<file path="config.mk">
export PLATFORM = sky130hd
export DESIGN_NAME = grid_cell_prefix_code_packer
export DESIGN_NICKNAME = d
export VERILOG_FILES = /design/src/gcpc_pkg.sv /design/src/gcpc_front.sv /design/src/gcpc_queue.sv /design/src/gcpc_back.sv /design/src/grid_cell_prefix_code_packer.sv
export SDC_FILE = /design/constraint.sdc
export NUM_CORES = 1
export LEC_CHECK = 0
export BUFFER_PORTS_ARGS = -buffer_cell sky130_fd_sc_hd__buf_2
export CORE_ASPECT_RATIO = 0.9
export CORE_UTILIZATION = 55
export DETAILED_ROUTE_END_ITERATION = 10
export PLACE_DENSITY = 0.78
export SLEW_MARGIN = 10
export SYNTH_ARGS = -nofsm -noshare
export SYNTH_HDL_FRONTEND = slang
export SYNTH_SLANG_ARGS = --single-unit
</file>
<file path="constraint.sdc">
create_clock -name clk -period 8.7 [get_ports clk]
set_input_delay 1.74 -clock clk [delete_from_list [all_inputs] [get_ports clk]]
set_output_delay 1.74 -clock clk [all_outputs]
set_load 0.01 [all_outputs]
</file>
<file path="src/gcpc_pkg.sv">
// ============================================================================
// gcpc_pkg: shared types and constants for the grid cell prefix code packer
// Transaction structs for both sides, the prefix code tables and queue sizing.
// ============================================================================
package gcpc_pkg;

    localparam int QDEPTH = 4;
    localparam int QPTR_W = $clog2(QDEPTH);
    localparam int QCNT_W = $clog2(QDEPTH + 1);

    localparam logic [15:0] BUDGET_RESET = 16'd64;
    localparam logic [15:0] CELLS_MAX    = 16'hffff;
    localparam logic [3:0]  BYTE_BITS    = 4'd8;

    localparam logic [7:0] CODE_BITS [4] = '{8'h00, 8'h02, 8'h0c, 8'h0e};
    localparam logic [3:0] CODE_LEN  [4] = '{4'd1, 4'd2, 4'd4, 4'd4};

    typedef struct packed {
        logic [1:0] cell_code;
        logic       run_last;
    } in_item_t;

    typedef struct packed {
        logic [7:0]  out_byte;
        logic        byte_valid;
        logic        run_end;
        logic [15:0] cells_done;
    } out_item_t;

    typedef struct packed {
        out_item_t first;
        out_item_t second;
        logic      two;
    } pair_t;

endpackage

</file>
<file path="src/gcpc_front.sv">
// ============================================================================
// gcpc_front: cell encoder and run state
// Accepts cells, appends prefix codes, forms bytes and end transactions.
// ============================================================================
module gcpc_front
    import gcpc_pkg::*;
(
    input  logic        clk,
    input  logic        rst_n,
    input  logic        accept,
    input  in_item_t    item,
    input  logic        cfg_write,
    input  logic [15:0] cfg_data,
    output logic        q_push,
    output pair_t       q_entry
);

    logic [10:0] acc_reg, acc_next;
    logic [3:0]  pend_reg, pend_next;
    logic [15:0] bw_reg, bw_next;
    logic [15:0] cells_reg, cells_next;
    logic        bf_reg, bf_next;
    logic [15:0] budget_reg, budget_next;

    logic        ok;
    logic [3:0]  len;
    logic [10:0] acc_w;
    logic [3:0]  pend_w;
    logic [15:0] bw_w;
    logic        byte_hit;
    logic [7:0]  byte_val;
    out_item_t   byte_res;
    out_item_t   end_res;

    always_comb
    begin
        budget_next = cfg_write ? cfg_data : budget_reg;
        acc_next    = acc_reg;
        pend_next   = pend_reg;
        bw_next     = bw_reg;
        cells_next  = cells_reg;
        bf_next     = bf_reg;
        q_push      = 1'b0;
        q_entry     = '0;
        byte_res    = '0;
        end_res     = '0;

        ok       = !bf_reg && (bw_reg < budget_reg);
        len      = CODE_LEN[item.cell_code];
        acc_w    = (acc_reg << len) | 11'(CODE_BITS[item.cell_code]);
        pend_w   = pend_reg + len;
        bw_w     = bw_reg;
        byte_hit = 1'b0;
        byte_val = '0;

        if (accept)
        begin
            if (ok)
            begin
                if (pend_w >= BYTE_BITS)
                begin
                    pend_w   = pend_w - BYTE_BITS;
                    byte_val = 8'(acc_w >> pend_w);
                    byte_hit = 1'b1;
                    bw_w     = bw_reg + 16'd1;
                    acc_w    = acc_w & ((11'd1 << pend_w) - 11'd1);
                end
                acc_next  = acc_w;
                pend_next = pend_w;
                bw_next   = bw_w;
                if (bw_w < budget_reg)
                begin
                    if (cells_reg != CELLS_MAX)
                    begin
                        cells_next = cells_reg + 16'd1;
                    end
                end
                else
                begin
                    bf_next = 1'b1;
                end
            end
            else
            begin
                bf_next = 1'b1;
            end

            byte_res.out_byte   = byte_val;
            byte_res.byte_valid = 1'b1;

            end_res.run_end    = 1'b1;
            end_res.cells_done = cells_next;
            if ((pend_next != 4'd0) && !bf_next && (bw_next < budget_reg))
            begin
                end_res.out_byte   = 8'(acc_next << (BYTE_BITS - pend_next));
                end_res.byte_valid = 1'b1;
            end

            if (byte_hit)
            begin
                q_push        = 1'b1;
                q_entry.first = byte_res;
                if (item.run_last)
                begin
                    q_entry.second = end_res;
                    q_entry.two    = 1'b1;
                end
            end
            else if (item.run_last)
            begin
                q_push        = 1'b1;
                q_entry.first = end_res;
            end

            if (item.run_last)
            begin
                acc_next   = '0;
                pend_next  = '0;
                bw_next    = '0;
                cells_next = '0;
                bf_next    = 1'b0;
            end
        end
    end

    always_ff @(posedge clk or negedge rst_n)
    begin
        if (!rst_n)
        begin
            acc_reg    <= '0;
            pend_reg   <= '0;
            bw_reg     <= '0;
            cells_reg  <= '0;
            bf_reg     <= 1'b0;
            budget_reg <= BUDGET_RESET;
        end
        else
        begin
            acc_reg    <= acc_next;
            pend_reg   <= pend_next;
            bw_reg     <= bw_next;
            cells_reg  <= cells_next;
            bf_reg     <= bf_next;
            budget_reg <= budget_next;
        end
    end

endmodule

</file>
<file path="src/gcpc_queue.sv">
// ============================================================================
// gcpc_queue: short queue between encoder and output stage
// Holds result pairs so each side can stall on its own.
// ============================================================================
module gcpc_queue
    import gcpc_pkg::*;
(
    input  logic  clk,
    input  logic  rst_n,
    input  logic  wr_en,
    input  pair_t wr_data,
    input  logic  rd_en,
    output pair_t rd_data,
    output logic  q_full,
    output logic  q_empty
);

    pair_t             mem [QDEPTH];
    logic [QPTR_W-1:0] wr_ptr_reg, wr_ptr_next;
    logic [QPTR_W-1:0] rd_ptr_reg, rd_ptr_next;
    logic [QCNT_W-1:0] cnt_reg, cnt_next;

    assign q_full  = (cnt_reg == QCNT_W'(QDEPTH));
    assign q_empty = (cnt_reg == '0);
    assign rd_data = mem[rd_ptr_reg];

    always_comb
    begin
        wr_ptr_next = wr_en ? wr_ptr_reg + 1'b1 : wr_ptr_reg;
        rd_ptr_next = rd_en ? rd_ptr_reg + 1'b1 : rd_ptr_reg;
        cnt_next    = cnt_reg + QCNT_W'(wr_en) - QCNT_W'(rd_en);
    end

    always_ff @(posedge clk)
    begin
        if (wr_en)
        begin
            mem[wr_ptr_reg] <= wr_data;
        end
    end

    always_ff @(posedge clk or negedge rst_n)
    begin
        if (!rst_n)
        begin
            wr_ptr_reg <= '0;
            rd_ptr_reg <= '0;
            cnt_reg    <= '0;
        end
        else
        begin
            wr_ptr_reg <= wr_ptr_next;
            rd_ptr_reg <= rd_ptr_next;
            cnt_reg    <= cnt_next;
        end
    end

endmodule

</file>
<file path="src/gcpc_back.sv">
// ============================================================================
// gcpc_back: output stage
// Holds the head pair and presents its transactions one at a time.
// ============================================================================
module gcpc_back
    import gcpc_pkg::*;
(
    input  logic      clk,
    input  logic      rst_n,
    input  logic      q_empty,
    input  pair_t     q_head,
    output logic      q_pop,
    input  logic      pop,
    output logic      empty,
    output out_item_t result
);

    pair_t cur_reg, cur_next;
    logic  valid_reg, valid_next;
    logic  idx_reg, idx_next;
    logic  taken;
    logic  done;

    assign empty  = !valid_reg;
    assign result = idx_reg ? cur_reg.second : cur_reg.first;

    always_comb
    begin
        taken      = valid_reg && pop;
        done       = taken && (idx_reg || !cur_reg.two);
        q_pop      = !q_empty && (!valid_reg || done);
        cur_next   = cur_reg;
        valid_next = valid_reg;
        idx_next   = idx_reg;
        if (taken && !done)
        begin
            idx_next = 1'b1;
        end
        if (!valid_reg || done)
        begin
            // advance to the next pair, or drop to empty
            idx_next   = 1'b0;
            valid_next = q_pop;
            if (q_pop)
            begin
                cur_next = q_head;
            end
        end
    end

    always_ff @(posedge clk or negedge rst_n)
    begin
        if (!rst_n)
        begin
            valid_reg <= 1'b0;
            idx_reg   <= 1'b0;
        end
        else
        begin
            valid_reg <= valid_next;
            idx_reg   <= idx_next;
        end
    end

    always_ff @(posedge clk)
    begin
        cur_reg <= cur_next;
    end

endmodule

</file>
<file path="src/grid_cell_prefix_code_packer.sv">
// ============================================================================
// grid_cell_prefix_code_packer: prefix code packer for occupancy cells
// Encodes 2-bit cells into bytes under a byte budget, one cell per cycle while the queue is not full.
// ============================================================================
// A result passes through the pair queue and then the output stage register.
// One cell per cycle while the queue is not full; a cell that yields a byte and ends a
// run puts two transactions out, one after the other from the output stage.
// Full rises when the four-entry pair queue is full.
// Reset: run state cleared, budget set to 64, queue and output empty.
module grid_cell_prefix_code_packer
    import gcpc_pkg::*;
(
    input  logic        clk,
    input  logic        rst_n,
    input  logic        push,
    output logic        full,
    input  in_item_t    item,
    output logic        empty,
    input  logic        pop,
    output out_item_t   result,
    input  logic        cfg_valid,
    output logic        cfg_ready,
    input  logic [15:0] cfg_data
);

    logic  accept;
    logic  q_push;
    pair_t q_entry;
    logic  q_pop;
    pair_t q_head;
    logic  q_empty;

    assign cfg_ready = 1'b1;
    assign accept    = push && !full;

    gcpc_front u_front (
        .clk       (clk),
        .rst_n     (rst_n),
        .accept    (accept),
        .item      (item),
        .cfg_write (cfg_valid && cfg_ready),
        .cfg_data  (cfg_data),
        .q_push    (q_push),
        .q_entry   (q_entry)
    );

    gcpc_queue u_queue (
        .clk     (clk),
        .rst_n   (rst_n),
        .wr_en   (q_push),
        .wr_data (q_entry),
        .rd_en   (q_pop),
        .rd_data (q_head),
        .q_full  (full),
        .q_empty (q_empty)
    );

    gcpc_back u_back (
        .clk     (clk),
        .rst_n   (rst_n),
        .q_empty (q_empty),
        .q_head  (q_head),
        .q_pop   (q_pop),
        .pop     (pop),
        .empty   (empty),
        .result  (result)
    );

endmodule

</file>
==> out/qor.yml <==
run_status:
  outcome: "finished, final reports clean"
worst_setup_path:
  r2r_setup_slack_ns: 2.60
  cp.arrival_ns: 6.96
  critical_path.reg2reg.startpoint: "u_front.bw_reg[2]$_DFFE_PN0P_"
  rr_endpoint: "u_queue.mem[3][52]$_DFFE_PP_"
  cp_max_fo: 17
  startpoint_type: "input port"
  critPathCaptureType: "flip-flop"
  ff2ff_path_depth: 17
  cp.required_ns: 8.95
  critical_path_class: "input port to flip-flop"
sta:
  slew_violations: 0
  fin_skew_ns: 0.0287
  finalHoldViolations: 0
  tns_ns: 0
  post-route-period-util: 0.771
  finalSetupViolations: 0
  rsz0062_at_grt: "false"
  period_minus_slack_ns: 6.71
  max_clock_freq_mhz: 149
  max-slew-margin-rel: 0.271
  worst_pin_slew_ns: 1.09
  hold_ws_ns: 0.520
floorplan:
  rows: 59
  initial_core_util: 0.560
  dieWidth_um: 183
  die_area_um2: 30200
  core_um2: 28900
  ios: 53
  fp.dieH_um: 165
global_route:
  antenna_found_initial: 0
  grt_max_degree: 73
  grt.total_usage: 0.236
  grt-ovfl-total: 0
  grt_pass1_wl_um: 54800
  first_global_vias: 10000
yosys:
  synth_top_area_share: 0.482
  yosys-top-cells-area: "edfxtp_1, dfrtp_1, mux4_2"
  ys_seq_area_frac: 0.593
  syn_avg_cell_area_um2: 13.2
  syn-cell-area_um2: 16200
  synth_flop_cell: "edfxtp_1"
  synth-seq-cells: 332
  yosysTopAreaCell: "edfxtp_1"
  async_flop_share: 0.217
  synth_edf_count: 260
  syn_inst: 1226
  yosysWarnings: 0
  synth.distinct_cells: 74
clock_tree:
  cts_sinks: 332
  ctsLongestPathBuffers: 3
  cts_setup_buffers: 0
  cts_hold_buf: 0
  clk_latency_ns: 0.53
  clk_pin_slew_ns: 0.06
  cts-htree-levels: 2
  post_cts_resized: 0
  root_buffer: "clkbuf_16"
  cts_made_buffers: 35
  cts_tree: "built"
layout:
  largest_reg_flops: 208
  nNetsFinal: 1342
  drive_above_1_share: 0.179
  layout_common_cells: "edfxtp_1, nand2_1, nor2_1"
  antenna_cells: 0
  layout_commonest_cell: "edfxtp_1"
  area_delta_synth_final_pct: 10.9
hold_path:
  hp-class: "flip-flop to flip-flop"
  hp-start: "u_queue.cnt_reg[2]$_DFF_PN0_"
  min_to: "u_queue.cnt_reg[2]$_DFF_PN0_"
  worstHoldPathCells: 1
routing:
  drc: 0
  firstDrtPassIters: 6
  avgRoutedWirePerCell_um: 20.3
  vias_per_cell: 6.06
  vias: 10200
  drt_iter0_drc: 947
  ant_nets: 0
  drt-total-wl_um: 34100
placement:
  hpwl_um: 21200
  io_buffers: 51
  place.gp.congestion: 0.909
pwr:
  power.density_nw_per_um2: 300
  ir_drop_mv: 0.184
  leakagePower_uw: 0.00685
flow_run:
  drv_cap: 0
## stage by stage
stage | power, uW | cells | setup WS, ns | utilization | cell area [um^2]
after floorplan | 3430 | 1229 | 2.07 | - | 16200
after global placement | 3840 | 1618 | 1.66 | 0.581 | 16800
after detailed placement | 3910 | 1618 | 1.53 | 0.581 | 16800
after CTS | 5420 | 1680 | 2.04 | 0.621 | 18000
after global routing | 5650 | 1680 | 1.66 | 0.621 | 18000
final | 5390 | 1680 | 1.99 | 0.621 | 18000
## power breakdown
group	total (uW)	switching, uW	internal, uW
Clock	1510	607	904
Combinational	1510	842	673
Sequential	2360	241	2120
Total	5390	1690	3700
## worst max-delay path, cell delays in order
cell      delay (ns)
buf_2           0.32
nor2_1          0.08
ha_1            0.28
a31oi_1         0.22
o211a_2         0.30
xor2_1          0.21
nor3_1          0.80
and4_1          0.34
nand2_1         0.07
xnor2_1         0.22
ha_1            0.28
a21o_1          0.16
a21oi_1         0.14
o221ai_1        0.13
or4_1           0.54
a311o_1         0.45
or3_1           0.41
o32ai_1         0.27
## synth_stat cells, types with 3 or more instances
cell type,instances
nor2_1,91
or3_1,5
a21oi_1,36
mux4_2,56
nand4_1,17
a21o_1,11
inv_1,36
a211oi_1,7
mux2_2,39
edfxtp_1,260
xor2_1,21
o22ai_1,8
o21ai_0,77
and3b_1,4
o21ai_1,4
or2_2,3
dfrtp_1,71
nand3_1,27
a22o_1,9
nand2_1,110
nand2b_1,11
nor3_1,22
xnor2_1,29
nor2b_1,6
and2_1,14
and3_1,11
o31ai_1,4
nand4b_1,3
buf_1,9
nor4_1,5
clkbuf_1,58
a2111oi_0,3
a31oi_1,8
mux2i_1,40
a22oi_1,3
ha_1,58
o211ai_1,4
## routing by layer
metal  global-route usage  vias to the layer above  share of wire  wire length (um)
li1                     -                     4685              -                 -
met5                    0                        -              0                 0
met1                0.332                     5050           0.44             15200
met2                0.382                      375           0.47             16100
met3               0.0357                       68          0.060              2040
met4               0.0716                        0          0.024               817
## cell families (layout without fill, tap and decap cells)
logic type / after synthesis / count (layout) / synth area share
simple gates: 338 / 338 / 0.0977
flops: 332 / 332 / 0.593
compound gates: 200 / 200 / 0.0782
mux: 135 / 135 / 0.130
buf+inv: 108 / 163 / 0.0254
fa+ha+maj: 59 / 59 / 0.0460
xor+xnor: 52 / 52 / 0.0294
other cells: 2 / 5 / 0.000463
## layout make-up
class                           instances  area [um^2]
Tap cell                              396          495
Inverter                               38          143
Sequential cell                       332         9620
Clock buffer                           42          912
Timing Repair Buffer                   63          348
Fill cell                            2161        11000
Multi-Input combinational cell        789         6200
Clock inverter                         20          254
## how the worst max path moves through the flow
stage	startpoint	to	slack, ns	depth (start not counted)
final	item[1]	u_queue.mem[3][52]$_DFFE_PP_	1.99	18
after global routing	item[1]	u_queue.mem[1][47]$_DFFE_PP_	1.66	18
after CTS	item[1]	u_queue.mem[3][47]$_DFFE_PP_	2.04	19
after detailed placement	item[1]	u_queue.mem[0][47]$_DFFE_PP_	1.53	19
after global placement	item[1]	u_queue.mem[0][47]$_DFFE_PP_	1.66	18
after floorplan	item[1]	u_queue.mem[0][47]$_DFFE_PP_	2.07	21
Power figures use the tool's default switching activity.
